File: config.mk
export PLATFORM = sky130hd
export DESIGN_NAME = hmf_ctrl
export DESIGN_NICKNAME = d
export VERILOG_FILES = /design/src/hdl/histogram_median_filter_assert.svh /design/src/hdl/hmf_pkg.sv /design/src/hdl/hmf_ctrl.sv
export SDC_FILE = /design/constraint.sdc
export NUM_CORES = 1
export LEC_CHECK = 0
export ABC_CLOCK_PERIOD_IN_PS = 1850
export BUFFER_PORTS_ARGS = -buffer_cell sky130_fd_sc_hd__buf_2
export CAP_MARGIN = 20
export CORE_AREA = 2 2 39 41
export CTS_CLUSTER_DIAMETER = 200
export DETAILED_ROUTE_END_ITERATION = 10
export DIE_AREA = 0 0 41 43
export SYNTH_ARGS = -nofsm -noshare
export SYNTH_HDL_FRONTEND = slang
export SYNTH_SLANG_ARGS = --single-unit
export TNS_END_PERCENT = 5
File: constraint.sdc
create_clock -name clk -period 1.85 [get_ports clk]
set_clock_uncertainty 0.2 [all_clocks]
set_input_delay 0.0925 -clock clk [delete_from_list [all_inputs] [get_ports clk]]
set_output_delay 0.0925 -clock clk [all_outputs]
set_load 0.1 [all_outputs]
File: src/hdl/histogram_median_filter_assert.svh
`ifndef HISTOGRAM_MEDIAN_FILTER_ASSERT_SVH
`define HISTOGRAM_MEDIAN_FILTER_ASSERT_SVH

// Same-cycle implication, checked on every rising edge outside reset
`define HMF_ASSERT_NOW(lbl, ante, cons) \
	lbl: assert property (@(posedge clk) disable iff (!arst_n) (ante) |-> (cons)) \
		else $error("histogram median filter: assertion failed");

// Next-cycle implication
`define HMF_ASSERT_NEXT(lbl, ante, cons) \
	lbl: assert property (@(posedge clk) disable iff (!arst_n) (ante) |=> (cons)) \
		else $error("histogram median filter: assertion failed");

`endif

File: src/hdl/hmf_pkg.sv
`timescale 1ns / 1ps

package hmf_pkg;

	localparam int PIX_W    = 8;
	localparam int LEVELS   = 256;
	localparam int GRP_W    = 4;
	localparam int FINE_W   = 4;
	localparam int CFG_W    = 11;
	localparam int RAD_CFG_W = 2;
	localparam int POS_W    = 11;
	localparam int OUT_POS_W = 10;
	localparam int IDX_CFG_W = 2;

	// configuration register indexes
	localparam logic [IDX_CFG_W-1:0] REG_LINE_WIDTH   = 2'd0;
	localparam logic [IDX_CFG_W-1:0] REG_FRAME_HEIGHT = 2'd1;
	localparam logic [IDX_CFG_W-1:0] REG_RADIUS       = 2'd2;

	localparam logic [CFG_W-1:0]     RST_LINE_WIDTH   = 11'd640;
	localparam logic [CFG_W-1:0]     RST_FRAME_HEIGHT = 11'd480;
	localparam logic [RAD_CFG_W-1:0] RST_RADIUS       = 2'd1;

	typedef struct packed {
		logic [PIX_W-1:0] pixel;
		logic             start_of_frame;
	} in_item_t;

	typedef struct packed {
		logic [PIX_W-1:0]     median;
		logic [OUT_POS_W-1:0] center_row;
		logic [OUT_POS_W-1:0] center_col;
		logic                 last;
	} out_item_t;

	typedef enum logic [2:0] {
		ST_IDLE,
		ST_LOAD,
		ST_HRD,
		ST_HWR,
		ST_CSCAN,
		ST_FRD,
		ST_FCHK,
		ST_OUT
	} state_t;

	// controller to datapath
	typedef struct packed {
		logic accept;
		logic load;
		logic hist_rd;
		logic hist_wr;
		logic scan_init;
		logic cscan;
		logic fine_rd;
		logic fine_chk;
		logic out_load;
	} cmd_t;

	// datapath to controller
	typedef struct packed {
		logic interior;
		logic ops_last;
		logic grp_found;
		logic med_found;
		logic out_free;
	} sts_t;

endpackage

File: src/hdl/hmf_ctrl.sv
`timescale 1ns / 1ps

module hmf_ctrl import hmf_pkg::*; (
	input  logic clk,
	input  logic arst_n,
	input  logic in_valid,
	output logic in_ready,
	input  sts_t sts,
	output cmd_t cmd
);

	state_t state_q, state_d;

	// state register
	always_ff @(posedge clk or negedge arst_n) begin
		if (!arst_n) begin
			state_q <= ST_IDLE;
		end else begin
			state_q <= state_d;
		end
	end

	// next state and commands
	always_comb begin
		state_d  = state_q;
		cmd      = '0;
		in_ready = 1'b0;
		case (state_q)
			ST_IDLE: begin
				in_ready = 1'b1;
				if (in_valid) begin
					cmd.accept = 1'b1;
					state_d    = ST_LOAD;
				end
			end
			ST_LOAD: begin
				cmd.load = 1'b1;
				state_d  = sts.interior ? ST_HRD : ST_IDLE;
			end
			ST_HRD: begin
				cmd.hist_rd = 1'b1;
				state_d     = ST_HWR;
			end
			ST_HWR: begin
				cmd.hist_wr = 1'b1;
				if (sts.ops_last) begin
					cmd.scan_init = 1'b1;
					state_d       = ST_CSCAN;
				end else begin
					state_d = ST_HRD;
				end
			end
			ST_CSCAN: begin
				cmd.cscan = 1'b1;
				if (sts.grp_found) begin
					state_d = ST_FRD;
				end
			end
			ST_FRD: begin
				cmd.fine_rd = 1'b1;
				state_d     = ST_FCHK;
			end
			ST_FCHK: begin
				cmd.fine_chk = 1'b1;
				state_d      = sts.med_found ? ST_OUT : ST_FRD;
			end
			ST_OUT: begin
				if (sts.out_free) begin
					cmd.out_load = 1'b1;
					state_d      = ST_IDLE;
				end
			end
			default: begin
				state_d = ST_IDLE;
			end
		endcase
	end

endmodule

==> impl_metrics.tcl <==
set metrics [dict create \
    outcome "finished clean" \
    rsz0062_at_grt "no" \
    fp.dieW_um 41 \
    cts_root_buf "clkbuf_4" \
    clockBufferDepth 2 \
    ys_ff_latch 3 \
    cts_tree "done" \
    start_kind "flop" \
    crit_path_end_kind "primary output" \
    setup_viol 0 \
    die_area_sq_um 1760 \
    synth-xor-area-share 0 \
    hold_violations 0 \
    grt_start_max_net_pins 11 \
    final_antenna_net_count 0 \
    h-tree-depth 1 \
    grtUsageTotal 0.0948 \
    drv_cap 0 \
    worstMarginPinSlew_ns 0.484 \
    slew_viol_final 0 \
    first_iter_violations 2 \
    synth_seq_area_share 0.297 \
    antenna_found_initial 0 \
    nets 62 \
    firstDrtPassIters 4 \
    hpwl_um 555 \
    min_from "sts[4]" \
    drcViolationCount 0 \
    finalCriticalPeriod_ns 1.68 \
    fin_crit_sh 0.906 \
    area_growth_syn_to_layout_pct 119 \
    yosysWarnings 0 \
    r2r_start "state_q[0]" \
    synth_fa_ha_area_frac 0 \
    stdcell_count 69 \
    fp.coreArea_sq_um 1380 \
    synth.mux.area_fraction 0 \
    clock-sinks 3 \
    drive_gt1_frac 0.623 \
    synth_area_leaders "dfrtp_1 (30%), nor3_1 (9.9%), a21oi_1 (7.9%), nor3b_4 (7.4%), buf_4 (5.9%)" \
    cp.arrival_ns 1.38 \
    crit_start "state_q[0]" \
    largest_register_ffs 3 \
    synth_nets 39 \
    crit_required_ns 1.56 \
    slowest_stage "dfrtp_2" \
    cts_buffers 3 \
    routed_wl_um 690 \
    cts_setup_buffers 0 \
    slowest_delay_ns 0.49 \
    grt_pass1_vias 270 \
    routed_via_density 4.45 \
    fp-row-count 14 \
    worstPathMaxFanout 10 \
    synth_top_area_frac 0.297 \
    max_freq_mhz 597 \
    synthCells 31 \
    ios 18 \
    numPortBuffers 17 \
    yosys.area_share.simple 0.332 \
    gr-total-overflow 0 \
    gp_congestion 0.724 \
    grt_pass1_wl_um 1140 \
    wl_per_cell_um 10.0 \
    reg_top3 "state_q x3" \
    tns_ns 0 \
    synth_cell_type_count 16 \
    syn_area_per_cell_sq_um 8.15 \
    start_util 0.183 \
    synth_compound_area_frac 0.208 \
    antenna_cells 0 \
    via_count 307 \
    clk_latency_ns 0.23 \
    die_h_um 43 \
    syn_area_sq_um 253 \
    crit_type "reg -> out" \
    hold_class "in -> reg" \
    clk_pin_slew_ns 0.04 \
    yosys.area.top_type "dfrtp_1" \
    cp_cell_sequence "nor3_4 > buf_2" \
    slew_headroom 0.679 \
    top_register "state_q" \
    place_inst 62 \
    synth_top_family_by_area "simple AND/OR/NAND/NOR gates" \
]
[final cells by class]
class | count | area, sq um
Inverter | 4 | 15.0
Sequential cell | 3 | 77.6
Multi-Input combinational cell | 21 | 173
Tap cell | 16 | 20.0
Fill cell | 142 | 830
Timing Repair Buffer | 21 | 243
Clock buffer | 4 | 26.3
[cell usage in the layout (no fill, tap or decap), drive strengths merged]
cell,instances
nor3,6
dfrtp,3
a22oi,1
a21o,1
nor3b,1
o22ai,2
buf,18
nand3,1
nor2,2
clkbuf,4
inv,4
nand2,1
o21ai,1
dlygate4sd3,3
and2,1
a21oi,4
[logic make-up (layout without fill, tap and decap cells)]
| family | after synthesis | count (layout) |
|---|---|---|
| buffers and inverters | 7 | 29 |
| flip-flops | 3 | 3 |
| AND/OR/NAND/NOR | 12 | 12 |
| AO/OA/AOI/OAI | 9 | 9 |
[synth_stat cells, drive strengths merged]
master	count
nand3	1
nand2	1
dfrtp	3
nor2	2
and2	1
o22ai	2
o21ai	1
inv	4
a21oi	4
nor3	6
a22oi	1
buf	3
a21o	1
nor3b	1
[per-layer routing]
layer | GRT usage | vias up | share of wire
met2 | 0.147 | 15 | 0.53
met3 | 0 | 2 | 0.061
met1 | 0.124 | 140 | 0.38
li1 | - | 150 | -
met4 | 0.0600 | 0 | 0.025
met5 | 0 | - | 0
[path summary, 6_finish.rpt]
check / to / slack [ns] / cells past startpoint
setup / recovery: in_ready / 0.17 / 2
hold / removal: state_q[1] / 0.008 / 3
setup reg to reg: state_q[0] / 0.56 / 3
hold reg to reg: state_q[0] / 0.45 / 1
max in group asynchronous: state_q[0] / 0.75 / 3
min in group asynchronous: state_q[2] / 0.54 / 3
[per-stage QoR]
step           hold slack (ns)  cell area (sq um)  utilization  setup slack (ns)
6_report               0.00800                554        0.401             0.174
5_1_grt                 0.0324                554        0.401             0.107
4_1_cts                0.00307                552        0.399            0.0395
3_5_place_dp            -0.310                495        0.358             0.296
3_3_place_gp            -0.309                495        0.358             0.336
2_1_floorplan           -0.403                289            -            -0.284
[worst max-delay path: cells and delay by family (launching register included)]
kind                   cells  cell delay (ns)
AND/OR/NAND/NOR            1             0.21
flip-flops                 1             0.49
buffers and inverters      1             0.45
[what timing repair did]
action | CTS | global route
endpoints found under the setup margin | 0 | 5
hold buffers | 3 | 0
gates resized for setup | 0 | 2
hold endpoints to repair | 4 | 0
Power is left out: the tool's default activity adds up to more than one toggle a clock period on the data nets, which glitch-free logic cannot reach.
